==> config.mk <==
export PLATFORM = sky130hd
export DESIGN_NAME = bms_uart_frame_receiver_core_flat
export DESIGN_NICKNAME = d
export VERILOG_FILES = /design/src/hdl/bmsufr_pkg.sv /design/src/hdl/bmsufr_if.sv /design/src/hdl/bms_uart_frame_receiver_core.sv /design/src/hdl/bmsufr_ctrl.sv /design/src/hdl/bmsufr_datapath.sv /design/src/flat_wrapper.sv
export SDC_FILE = /design/constraint.sdc
export NUM_CORES = 1
export LEC_CHECK = 0
export BUFFER_PORTS_ARGS = -buffer_cell sky130_fd_sc_hd__buf_2
export CAP_MARGIN = 20
export CORE_MARGIN = 2
export CORE_UTILIZATION = 40
export CTS_BUF_LIST = sky130_fd_sc_hd__clkbuf_8
export DETAILED_ROUTE_END_ITERATION = 16
export MAX_ROUTING_LAYER = met4
export PLACE_DENSITY = 0.57
export SYNTH_ARGS = -nofsm -noshare
export SYNTH_HDL_FRONTEND = slang
export SYNTH_HIERARCHICAL = 1
export SYNTH_SLANG_ARGS = --single-unit
==> constraint.sdc <==
create_clock -name clk -period 12.5 [get_ports clk]
set_clock_uncertainty 0.1 [all_clocks]
set_input_delay 2.5 -clock clk [delete_from_list [all_inputs] [get_ports clk]]
set_output_delay 2.5 -clock clk [all_outputs]
set_load 0.02 [all_outputs]
==> src/hdl/bmsufr_pkg.sv <==
// ----------------------------------------------------------------------------
// bmsufr_pkg
// Shared types and constants of the battery monitor UART frame receiver.
// ----------------------------------------------------------------------------
package bmsufr_pkg;

  localparam int MAX_PAYLOAD = 64;
  localparam int STORE_DEPTH = 64;
  localparam int ADDR_W      = $clog2(STORE_DEPTH);
  localparam int WORD_W      = ADDR_W - 1;
  localparam int POS_W       = 7;

  localparam logic [7:0] START_BYTE = 8'hDD;
  localparam logic [7:0] STOP_BYTE  = 8'h77;
  localparam logic [7:0] MAX_LEN    = 8'(MAX_PAYLOAD);
  localparam logic [15:0] ERR_MAX   = 16'hFFFF;

  typedef enum logic [2:0] {
    KIND_WORD     = 3'd0,
    KIND_EMPTY    = 3'd1,
    KIND_CHECKSUM = 3'd2,
    KIND_STATUS   = 3'd3,
    KIND_LENGTH   = 3'd4,
    KIND_STOP     = 3'd5
  } kind_t;

  typedef enum logic [3:0] {
    ST_START,
    ST_CMD,
    ST_STATUS,
    ST_LENGTH,
    ST_DATA,
    ST_CKHI,
    ST_CKLO,
    ST_STOP,
    ST_READ,
    ST_LOAD
  } state_t;

  typedef struct packed {
    logic  clear_frame;
    logic  load_cmd;
    logic  load_status;
    logic  load_length;
    logic  store_data;
    logic  load_ck_hi;
    logic  load_ck_lo;
    logic  count_err;
    logic  emit;
    kind_t emit_kind;
    logic  word_clear;
    logic  word_read;
    logic  word_next;
  } ctrl_t;

  typedef struct packed {
    logic  is_start;
    logic  len_over;
    logic  len_zero;
    logic  data_done;
    logic  frame_bad;
    kind_t reason;
    logic  drain_last;
    logic  out_free;
  } status_t;

endpackage

==> src/hdl/bmsufr_if.sv <==
// ----------------------------------------------------------------------------
// bmsufr channels
// Valid/ready channels for received bytes and for frame results.
// ----------------------------------------------------------------------------
interface bmsufr_byte_if;
  logic       valid;
  logic       ready;
  logic [7:0] rx_byte;

  modport source (output valid, output rx_byte, input ready);
  modport sink   (input valid, input rx_byte, output ready);
endinterface

interface bmsufr_result_if;
  logic        valid;
  logic        ready;
  logic [2:0]  kind;
  logic [7:0]  cmd_code;
  logic [4:0]  word_index;
  logic [15:0] word_value;
  logic        last;
  logic [15:0] error_total;

  modport source (output valid, output kind, output cmd_code, output word_index,
                  output word_value, output last, output error_total, input ready);
  modport sink   (input valid, input kind, input cmd_code, input word_index,
                  input word_value, input last, input error_total, output ready);
endinterface

==> src/hdl/bms_uart_frame_receiver_core.sv <==
// ----------------------------------------------------------------------------
// bms_uart_frame_receiver_core
// Parses battery monitor reply frames from a UART byte stream into results.
// ----------------------------------------------------------------------------
// Byte transfers can be taken back to back while the receiver holds ready high.
// An error or empty-frame result shows in the cycle after the byte that caused it.
// A good frame drains its payload words after the stop byte, each word by a
// registered payload memory read then a result load that waits for a free result.
// Reset (synchronous, rst high) returns to waiting for a start byte, clears
// the error counter and drops any pending result; memory contents persist.
module bms_uart_frame_receiver_core (
  input  logic            clk,
  input  logic            rst,
  bmsufr_byte_if.sink     bytes,
  bmsufr_result_if.source results
);

  bmsufr_pkg::ctrl_t   ctrl;
  bmsufr_pkg::status_t status;
  logic                in_ready;

  // Controller: frame phases, then the payload drain loop.
  bmsufr_ctrl u_ctrl (
    .clk      (clk),
    .rst      (rst),
    .in_valid (bytes.valid),
    .in_ready (in_ready),
    .status   (status),
    .ctrl     (ctrl)
  );

  // Datapath: fields, checksum, payload memory and result register.
  bmsufr_datapath u_datapath (
    .clk     (clk),
    .rst     (rst),
    .rx_byte (bytes.rx_byte),
    .ctrl    (ctrl),
    .status  (status),
    .results (results)
  );

  // Hold off byte transfers while a result waits and cannot be replaced, and while a payload drains.
  assign bytes.ready = in_ready;

endmodule

==> src/hdl/bmsufr_ctrl.sv <==
// ----------------------------------------------------------------------------
// bmsufr_ctrl
// Frame parsing state machine; sequences the datapath by command signals.
// ----------------------------------------------------------------------------
module bmsufr_ctrl (
  input  logic                 clk,
  input  logic                 rst,
  input  logic                 in_valid,
  output logic                 in_ready,
  input  bmsufr_pkg::status_t  status,
  output bmsufr_pkg::ctrl_t    ctrl
);

  bmsufr_pkg::state_t state, state_next;
  logic receiving;
  logic xfer;

  assign receiving = state inside {bmsufr_pkg::ST_START, bmsufr_pkg::ST_CMD,
                                   bmsufr_pkg::ST_STATUS, bmsufr_pkg::ST_LENGTH,
                                   bmsufr_pkg::ST_DATA, bmsufr_pkg::ST_CKHI,
                                   bmsufr_pkg::ST_CKLO, bmsufr_pkg::ST_STOP};
  assign in_ready  = receiving && status.out_free;
  assign xfer      = in_valid && in_ready;

  always_ff @(posedge clk) begin
    if (rst) begin
      state <= bmsufr_pkg::ST_START;
    end else begin
      state <= state_next;
    end
  end

  always_comb begin
    state_next = state;
    case (state)
      bmsufr_pkg::ST_START: begin
        if (xfer && status.is_start) state_next = bmsufr_pkg::ST_CMD;
      end
      bmsufr_pkg::ST_CMD: begin
        if (xfer) state_next = bmsufr_pkg::ST_STATUS;
      end
      bmsufr_pkg::ST_STATUS: begin
        if (xfer) state_next = bmsufr_pkg::ST_LENGTH;
      end
      bmsufr_pkg::ST_LENGTH: begin
        if (xfer) begin
          if (status.len_over)      state_next = bmsufr_pkg::ST_START;
          else if (status.len_zero) state_next = bmsufr_pkg::ST_CKHI;
          else                      state_next = bmsufr_pkg::ST_DATA;
        end
      end
      bmsufr_pkg::ST_DATA: begin
        if (xfer && status.data_done) state_next = bmsufr_pkg::ST_CKHI;
      end
      bmsufr_pkg::ST_CKHI: begin
        if (xfer) state_next = bmsufr_pkg::ST_CKLO;
      end
      bmsufr_pkg::ST_CKLO: begin
        if (xfer) state_next = bmsufr_pkg::ST_STOP;
      end
      bmsufr_pkg::ST_STOP: begin
        if (xfer) begin
          if (status.frame_bad || status.len_zero) state_next = bmsufr_pkg::ST_START;
          else                                     state_next = bmsufr_pkg::ST_READ;
        end
      end
      bmsufr_pkg::ST_READ: begin
        state_next = bmsufr_pkg::ST_LOAD;
      end
      bmsufr_pkg::ST_LOAD: begin
        if (status.out_free) begin
          state_next = status.drain_last ? bmsufr_pkg::ST_START : bmsufr_pkg::ST_READ;
        end
      end
      default: state_next = bmsufr_pkg::ST_START;
    endcase
  end

  always_comb begin
    ctrl = '0;
    ctrl.emit_kind = bmsufr_pkg::KIND_WORD;
    case (state)
      bmsufr_pkg::ST_START: begin
        ctrl.clear_frame = xfer && status.is_start;
        ctrl.count_err   = xfer && !status.is_start;
      end
      bmsufr_pkg::ST_CMD:    ctrl.load_cmd    = xfer;
      bmsufr_pkg::ST_STATUS: ctrl.load_status = xfer;
      bmsufr_pkg::ST_LENGTH: begin
        ctrl.load_length = xfer;
        ctrl.count_err   = xfer && status.len_over;
        ctrl.emit        = xfer && status.len_over;
        ctrl.emit_kind   = bmsufr_pkg::KIND_LENGTH;
      end
      bmsufr_pkg::ST_DATA:   ctrl.store_data = xfer;
      bmsufr_pkg::ST_CKHI:   ctrl.load_ck_hi = xfer;
      bmsufr_pkg::ST_CKLO:   ctrl.load_ck_lo = xfer;
      bmsufr_pkg::ST_STOP: begin
        if (status.frame_bad) begin
          ctrl.count_err = xfer;
          ctrl.emit      = xfer;
          ctrl.emit_kind = status.reason;
        end else if (status.len_zero) begin
          ctrl.emit      = xfer;
          ctrl.emit_kind = bmsufr_pkg::KIND_EMPTY;
        end else begin
          ctrl.word_clear = xfer;
        end
      end
      bmsufr_pkg::ST_READ:   ctrl.word_read = 1'b1;
      bmsufr_pkg::ST_LOAD: begin
        ctrl.emit      = status.out_free;
        ctrl.word_next = status.out_free;
      end
      default: ctrl = '0;
    endcase
  end

endmodule

==> src/hdl/bmsufr_datapath.sv <==
// ----------------------------------------------------------------------------
// bmsufr_datapath
// Frame fields, checksum sum, payload memory, error counter, result register.
// ----------------------------------------------------------------------------
module bmsufr_datapath (
  input  logic                 clk,
  input  logic                 rst,
  input  logic [7:0]           rx_byte,
  input  bmsufr_pkg::ctrl_t    ctrl,
  output bmsufr_pkg::status_t  status,
  bmsufr_result_if.source      results
);

  logic [7:0]  command;
  logic [7:0]  frame_status;
  logic [7:0]  length;
  logic [bmsufr_pkg::POS_W-1:0]  position;
  logic [15:0] check;
  logic [15:0] sum;
  logic [15:0] err, err_next;
  logic [bmsufr_pkg::WORD_W-1:0] word;
  logic [7:0]  mem [bmsufr_pkg::STORE_DEPTH];
  logic [7:0]  rd_hi, rd_lo;
  logic [15:0] sum_add;
  logic [15:0] expect_sum;
  logic [7:0]  lo_index;
  logic        lo_ok;
  logic        out_valid;

  assign sum_add    = sum + {8'd0, rx_byte};
  assign expect_sum = 16'd0 - sum;
  assign err_next   = (ctrl.count_err && err != bmsufr_pkg::ERR_MAX) ? err + 16'd1 : err;
  assign lo_index   = {2'd0, word, 1'b1};
  assign lo_ok      = lo_index < length;

  always_comb begin
    status.is_start   = rx_byte == bmsufr_pkg::START_BYTE;
    status.len_over   = rx_byte > bmsufr_pkg::MAX_LEN;
    status.len_zero   = (ctrl.load_length ? rx_byte : length) == 8'd0;
    status.data_done  = ({1'b0, position} + 8'd1) >= length;
    status.drain_last = ({2'd0, word, 1'b0} + 8'd2) >= length;
    status.out_free   = !out_valid || results.ready;
    status.frame_bad  = 1'b1;
    if (check != expect_sum)             status.reason = bmsufr_pkg::KIND_CHECKSUM;
    else if (frame_status != 8'd0)       status.reason = bmsufr_pkg::KIND_STATUS;
    else if (rx_byte != bmsufr_pkg::STOP_BYTE) status.reason = bmsufr_pkg::KIND_STOP;
    else begin
      status.reason    = bmsufr_pkg::KIND_WORD;
      status.frame_bad = 1'b0;
    end
  end

  // frame fields and checksum accumulation
  always_ff @(posedge clk) begin
    if (ctrl.clear_frame) begin
      command      <= '0;
      frame_status <= '0;
      length       <= '0;
      position     <= '0;
      check        <= '0;
      sum          <= '0;
    end
    if (ctrl.load_cmd) command <= rx_byte;
    if (ctrl.load_status) begin
      frame_status <= rx_byte;
      sum          <= sum_add;
    end
    if (ctrl.load_length) begin
      length <= rx_byte;
      sum    <= sum_add;
    end
    if (ctrl.store_data) begin
      sum      <= sum_add;
      position <= position + (bmsufr_pkg::POS_W)'(1);
    end
    if (ctrl.load_ck_hi) check <= {rx_byte, 8'd0};
    if (ctrl.load_ck_lo) check <= {check[15:8], rx_byte};
    if (ctrl.word_clear) word <= '0;
    else if (ctrl.word_next) word <= word + (bmsufr_pkg::WORD_W)'(1);
  end

  // payload memory: one write port, two registered read ports
  always_ff @(posedge clk) begin
    if (ctrl.store_data) mem[position[bmsufr_pkg::ADDR_W-1:0]] <= rx_byte;
    if (ctrl.word_read) begin
      rd_hi <= mem[{word, 1'b0}];
      rd_lo <= mem[{word, 1'b1}];
    end
  end

  always_ff @(posedge clk) begin
    if (rst) begin
      err       <= '0;
      out_valid <= 1'b0;
    end else begin
      err <= err_next;
      if (ctrl.emit)          out_valid <= 1'b1;
      else if (results.ready) out_valid <= 1'b0;
    end
  end

  always_ff @(posedge clk) begin
    if (ctrl.emit) begin
      results.kind        <= ctrl.emit_kind;
      results.cmd_code    <= command;
      results.error_total <= err_next;
      if (ctrl.emit_kind == bmsufr_pkg::KIND_WORD) begin
        results.word_index <= word;
        results.word_value <= {rd_hi, lo_ok ? rd_lo : 8'd0};
        results.last       <= status.drain_last;
      end else begin
        results.word_index <= '0;
        results.word_value <= '0;
        results.last       <= 1'b1;
      end
    end
  end

  assign results.valid = out_valid;

endmodule
==> src/flat_wrapper.sv <==
// flat-port wrapper written by rule: the top's interface ports become plain ports
module bms_uart_frame_receiver_core_flat 
  (clk, rst, bytes_valid, bytes_rx_byte, bytes_ready, results_valid, results_kind, results_cmd_code, results_word_index, results_word_value, results_last, results_error_total, results_ready);
  bmsufr_byte_if bytes_i ();
  bmsufr_result_if results_i ();
  input  logic clk;
  input  logic rst;
  input wire logic [$bits(bytes_i.valid)-1:0] bytes_valid;
  input wire logic [$bits(bytes_i.rx_byte)-1:0] bytes_rx_byte;
  output wire logic [$bits(bytes_i.ready)-1:0] bytes_ready;
  output wire logic [$bits(results_i.valid)-1:0] results_valid;
  output wire logic [$bits(results_i.kind)-1:0] results_kind;
  output wire logic [$bits(results_i.cmd_code)-1:0] results_cmd_code;
  output wire logic [$bits(results_i.word_index)-1:0] results_word_index;
  output wire logic [$bits(results_i.word_value)-1:0] results_word_value;
  output wire logic [$bits(results_i.last)-1:0] results_last;
  output wire logic [$bits(results_i.error_total)-1:0] results_error_total;
  input wire logic [$bits(results_i.ready)-1:0] results_ready;
  assign bytes_i.valid = bytes_valid;
  assign bytes_i.rx_byte = bytes_rx_byte;
  assign bytes_ready = bytes_i.ready;
  assign results_valid = results_i.valid;
  assign results_kind = results_i.kind;
  assign results_cmd_code = results_i.cmd_code;
  assign results_word_index = results_i.word_index;
  assign results_word_value = results_i.word_value;
  assign results_last = results_i.last;
  assign results_error_total = results_i.error_total;
  assign results_i.ready = results_ready;
  bms_uart_frame_receiver_core u_core (.clk(clk), .rst(rst), .bytes(bytes_i), .results(results_i));
endmodule
# [After elaboration in Yosys (flattened, before gate mapping)]
# Memory sizes are Yosys's and may differ from the RTL's. A register that Yosys moved wholly into a read port is not among the register bits.
# Index checks and enable logic that the tools add are counted.
# Widths: inputs -> output; s select.
[word_totals] register_bits=138 mem_bits_rw=512 memories=1
[classes] n_addsub=7 n_lt_le_gt_ge=4 n_eq_ne=22 n_mux=56 bitwise_logic=1 n_reduce_logical=27
[mem_list] name="u_core.u_datapath.mem" words=64 width=8 rd=2 rd_clocked_by_memory_dff=2 write_ports=1 line="bmsufr_datapath.sv:22" source="logic [7:0] mem [bmsufr_pkg::STORE_DEPTH];"
[op_table] cell="$mux 16" n=6
[op_table] cell="$mux 4" n=13
[op_table] cell="$mux 8" n=6
[op_table] cell="$pmux 4 s10" n=1
[op_table] cell="$mux 1" n=21
[op_table] cell="$add 16x1->16 const B" n=1
[op_table] cell="$add 16x8->16" n=1
[op_table] cell="$eq 4x3->1 const B" n=4
[op_table] cell="$ne 16x16->1" n=1
[op_table] cell="$ne 16x16->1 const B" n=1
[op_table] cell="$reduce_bool 8->1" n=2
[op_table] cell="$sub 1x16->16 const A" n=1
[op_table] cell="$mux 7" n=2
[op_table] cell="$ne 2x2->1 const B" n=7
[op_table] cell="$mux 3" n=4
[op_table] cell="$reduce_bool 2->1" n=6
[op_table] cell="$reduce_and 9->1" n=1
[op_table] cell="$add 7x1->8 const B" n=1
[op_table] cell="$eq 4x2->1 const B" n=2
[op_table] cell="$eq 4x4->1 const B" n=2
[op_table] cell="$eq 8x8->1 const B" n=1
[op_table] cell="$ge 7x8->1" n=1
[op_table] cell="$ge 8x8->1" n=1
[op_table] cell="$gt 8x7->1 const B" n=1
[op_table] cell="other kinds (19)" n=30

# [Longest topological paths before layout]
[depth] ltp_word=12 ltp_mapped=16

# [Hierarchy]
# Netlist, hierarchy kept.
[by_module_without_submodules] module="bmsufr_datapath" instances=1 cells_per_inst=1393 area_per_inst_um2=26760.7 seq_area_each_um2=19658.9
[by_module_without_submodules] module="bmsufr_ctrl" instances=1 cells_per_inst=68 area_per_inst_um2=469.2 seq_area_each_um2=80.1

# [Least setup slack after synthesis]
# Ideal clock, no wire load.
[synth_path] path_kind="in2reg" start="in results_ready" end="reg u_core.u_datapath.results.cmd_code[0], enable pin" setup_time_ns=0.417 t_arrival_ns=5.222 required_time_ns=11.983 path_slack_ns=6.761 cell_stages=10 path_buffers=2 cell_sequence="nand2b_1 -> buf_4 -> nand4b_1 -> nor2_1 -> clkbuf_1 -> nand2_1 -> o21ai_0 -> nor2_1 -> or4_1 -> nand3b_1"
[synth_rtl] item="start, declared" line="flat_wrapper.sv:18" source="input wire logic [$bits(results_i.ready)-1:0] results_ready;"
[synth_rtl] item="end signal, assigned" line="bmsufr_datapath.sv:105" source="results.cmd_code <= command;"
[synth_rtl] item="end, declared" line="bmsufr_if.sv:24" source="modport source (output valid, output kind, output cmd_code, output word_index,"

==> flow_summary.yaml <==
cts:
  tritoncts: "yes"
  path_clk_slew_ns: 0.06
  hold_buffers: 0
  htree_levels: 3
  cts_buffer_depth: 3
  cts-resized-gates: 0
  cts-root-buf: "clkbuf_8"
  cts_buffers: 106
  postCtsSetupBuffers: 0
  cts.sinks: 666
  clk_latency_ns: 0.71
die:
  fp.dieW_um: 265
  rows: 95
  initial_core_util_pct: 40.5
  core_area_um2: 67300
  io_pins: 63
  die_area_um2: 70200
  die_h_um: 265
detailed_routing:
  drc: 0
  dr.pass1.iters: 5
  wirelength_um: 62200
  wl_per_cell_um: 24.4
  top_layer: "met4"
  detail-route-antenna-nets: 0
  drt_iter0_markers: 1312
  vias: 13900
  drt-met1-wl_um: 28100
  wl_met2_um: 28400
  dr_wl_met3_um: 4270
  viasPerCell: 5.47
power_and_ir_drop:
  powerDensity_nw_per_um2: 140
  p_leak_nw: 9.64
  combPwrFrac_pct: 1.6
  ir_worst_vdd_mv: 0.0897
  internal_power_w: 0.00337
  p_clk_share_pct: 40.9
  switchingPower_w: 0.000891
  power_frac_seq_pct: 57.4
  swShare_pct: 20.9
critical_path:
  endpoint_kind: "output port"
  arrival_ns: 3.35
  cp_max_fo: 10
  critPathRequiredTime_ns: 9.90
  start_kind: "input pin"
  path_class: "in2out"
run:
  maxCapViolCount: 0
placement:
  port_buffers: 62
  place_ws_ns: 6.01
  gp_congestion: 0.823
  detailed_place_hpwl_um: 38600
timing:
  worst_slack_ns: 6.55
  hold_viol_final: 0
  setup_viol: 0
  rsz0062_at_grt: "no"
  slew_headroom_pct: 28.9
  setup-tns-final_ns: 0
  fin_crit_ns: 5.95
  worst_pin_slew_ns: 1.07
  finalCritPeriodShare_pct: 47.6
  max_freq_mhz: 168
  slew_viol_final: 0
layout:
  nets: 1633
  layout-drive-gt1-share_pct: 24.3
  fill_cells: 5743
  syn2layout_area_growth_pct: 12.1
  multiInputGateArea_um2: 7160
  ff_latch_area_um2: 19700
logic_synthesis:
  synth.distinct_cells: 61
  syn_area_per_cell_um2: 18.6
  async_flop_share_pct: 0
  syn_nets: 1505
  synthCells: 1461
  syn-cell-area_um2: 27200
  synth_top_flop_cell: "edfxtp_1"
  yosysWarnings: 6
  ys_seq_elements: 666
  synth_edf_count: 640
  ys_seq_area_share_pct: 72.5
global_route:
  grt_usage_pct: 18.6
  antenna_found_initial: 7
  grt_start_max_net_pins: 75
  grt_pass1_vias: 14100
  grt_remaining_overflow: 0
  grt_pass1_wl_um: 93000
hold_path:
  hp-class: "reg2reg"
outcome:
  outcome: "finished, final reports clean"
[cells in the final DEF (no fill, tap or decap), types with 5 or more instances in the layout]
| cell | n |
|---|---|
| edfxtp_1 | 640 |
| mux4_2 | 160 |
| nor2_1 | 120 |
| clkbuf_8 | 113 |
| and2_1 | 70 |
| buf_2 | 62 |
| inv_1 | 54 |
| xnor2_1 | 33 |
| nand3_1 | 31 |
| ha_1 | 31 |
| nand2_1 | 30 |
| nor2b_1 | 27 |
| clkinv_1 | 25 |
| xor2_1 | 23 |
| dfxtp_1 | 22 |
| a21oi_1 | 20 |
| buf_4 | 20 |
| nor3_1 | 16 |
| o21ai_0 | 16 |
| mux2_2 | 16 |
| nand4_1 | 13 |
| clkinv_2 | 11 |
| and3_1 | 10 |
| nand2b_1 | 10 |
| or3_1 | 9 |
| nand3b_1 | 6 |
| or2_2 | 6 |
| nor4_1 | 5 |
[synth_stat cells (10+ instances only)]
library cell,n,share of area (%)
nand4_1,13,0.30
o21ai_0,16,0.29
nor3_1,17,0.31
and2_1,70,1.6
dfxtp_1,26,1.9
nand3_1,31,0.57
mux2_2,16,0.66
nand2b_1,10,0.23
mux4_2,160,13
buf_1,14,0.19
ha_1,31,1.4
nand2_1,30,0.41
xnor2_1,33,1.1
xor2_1,23,0.74
nor2_1,120,1.7
nor2b_1,27,0.62
clkbuf_1,35,0.48
inv_1,18,0.25
a21oi_1,20,0.37
buf_2,12,0.22
edfxtp_1,640,71
and3_1,10,0.23
[worst max-delay path, stage by stage]
cell and delay, ns:
buf_2 0.10, nand2b_1 0.34, nor2b_1 0.24, buf_2 0.18
[area by class of cell]
class / count / area share (%)
antenna: 1 / 0.00820
clock buffer: 113 / 5.10
clock inverter: 78 / 1.38
inverter: 18 / 0.221
multi-input combinational: 713 / 23.5
sequential: 666 / 64.7
tap: 873 / 3.58
timing repair buffer: 84 / 1.56
[worst paths after layout]
kind	endpoint	slack [ns]	depth (start not counted)	startpoint
worst max register to register	u_core/u_datapath/results.word_value[0]	7.89	15	u_core/u_datapath/sum[1]
worst min register to register	u_core/u_datapath/results.cmd_code[7]	0.31	0	u_core/u_datapath/command[7]
worst max-delay path	bytes_ready	6.55	4	results_ready
worst min-delay path	u_core/u_datapath/results.cmd_code[7]	0.31	0	u_core/u_datapath/command[7]
[power by group through the flow]
stage | Clock, W | Sequential (W) | Combinational (W)
5_1_grt | 0.00189 | 0.00245 | 0.0000779
4_1_cts | 0.00180 | 0.00245 | 0.0000721
2_1_floorplan | 0 | 0.00249 | 0.0000248
3_3_place_gp | 0 | 0.00249 | 0.0000706
6_report | 0.00174 | 0.00245 | 0.0000700
3_5_place_dp | 0 | 0.00249 | 0.0000723
[registers in the layout, summed over array words and instances (netlist names)]
register,count
u_core/u_datapath/results.word_value,16
u_core/u_datapath/sum,16
u_core/u_datapath/results.valid,1
u_core/u_datapath/err,16
u_core/u_datapath/rd_lo,8
u_core/u_datapath/results.word_index,5
u_core/u_datapath/results.cmd_code,8
u_core/u_datapath/results.error_total,16
u_core/u_datapath/length,8
u_core/u_datapath/check,16
u_core/u_datapath/word,5
u_core/u_datapath/command,8
u_core/u_datapath/position,7
u_core/u_datapath/results.kind,3
u_core/u_datapath/rd_hi,8
u_core/u_datapath/results.last,1
u_core/u_datapath/mem,512
u_core/u_datapath/frame_status,8
u_core/u_ctrl/state,4
[routing by layer]
layer / GRT usage [%] / vias up
met5: - / -
met4: 5.04 / 0
met3: 4.42 / 120
met2: 27.2 / 486
met1: 26.1 / 7224
li1: - / 6109
[cells by family after synthesis]
kind of cell	share of synthesized area [%]
AO/OA/AOI/OAI	1.63
AND/OR/NAND/NOR	7.30
adder cells (fa/ha/maj)	1.50
flip-flops	72.5
multiplexers	14.0
buffers and inverters	1.24
XOR/XNOR	1.80
[through the flow]
stage | utilization, % | total power, W | cells | area, um2 | hold slack, ns
finish | 45.4 | 0.00426 | 2546 | 30500 | 0.314
global route | 45.4 | 0.00442 | 2545 | 30500 | 0.315
CTS | 45.4 | 0.00432 | 2544 | 30500 | 0.312
detailed placement | 42.4 | 0.00257 | 2353 | 28500 | 0.305
global placement | 42.4 | 0.00256 | 2352 | 28500 | 0.304
floorplan | - | 0.00252 | 1461 | 27200 | 0.300
(Power assumes the default switching activity.)
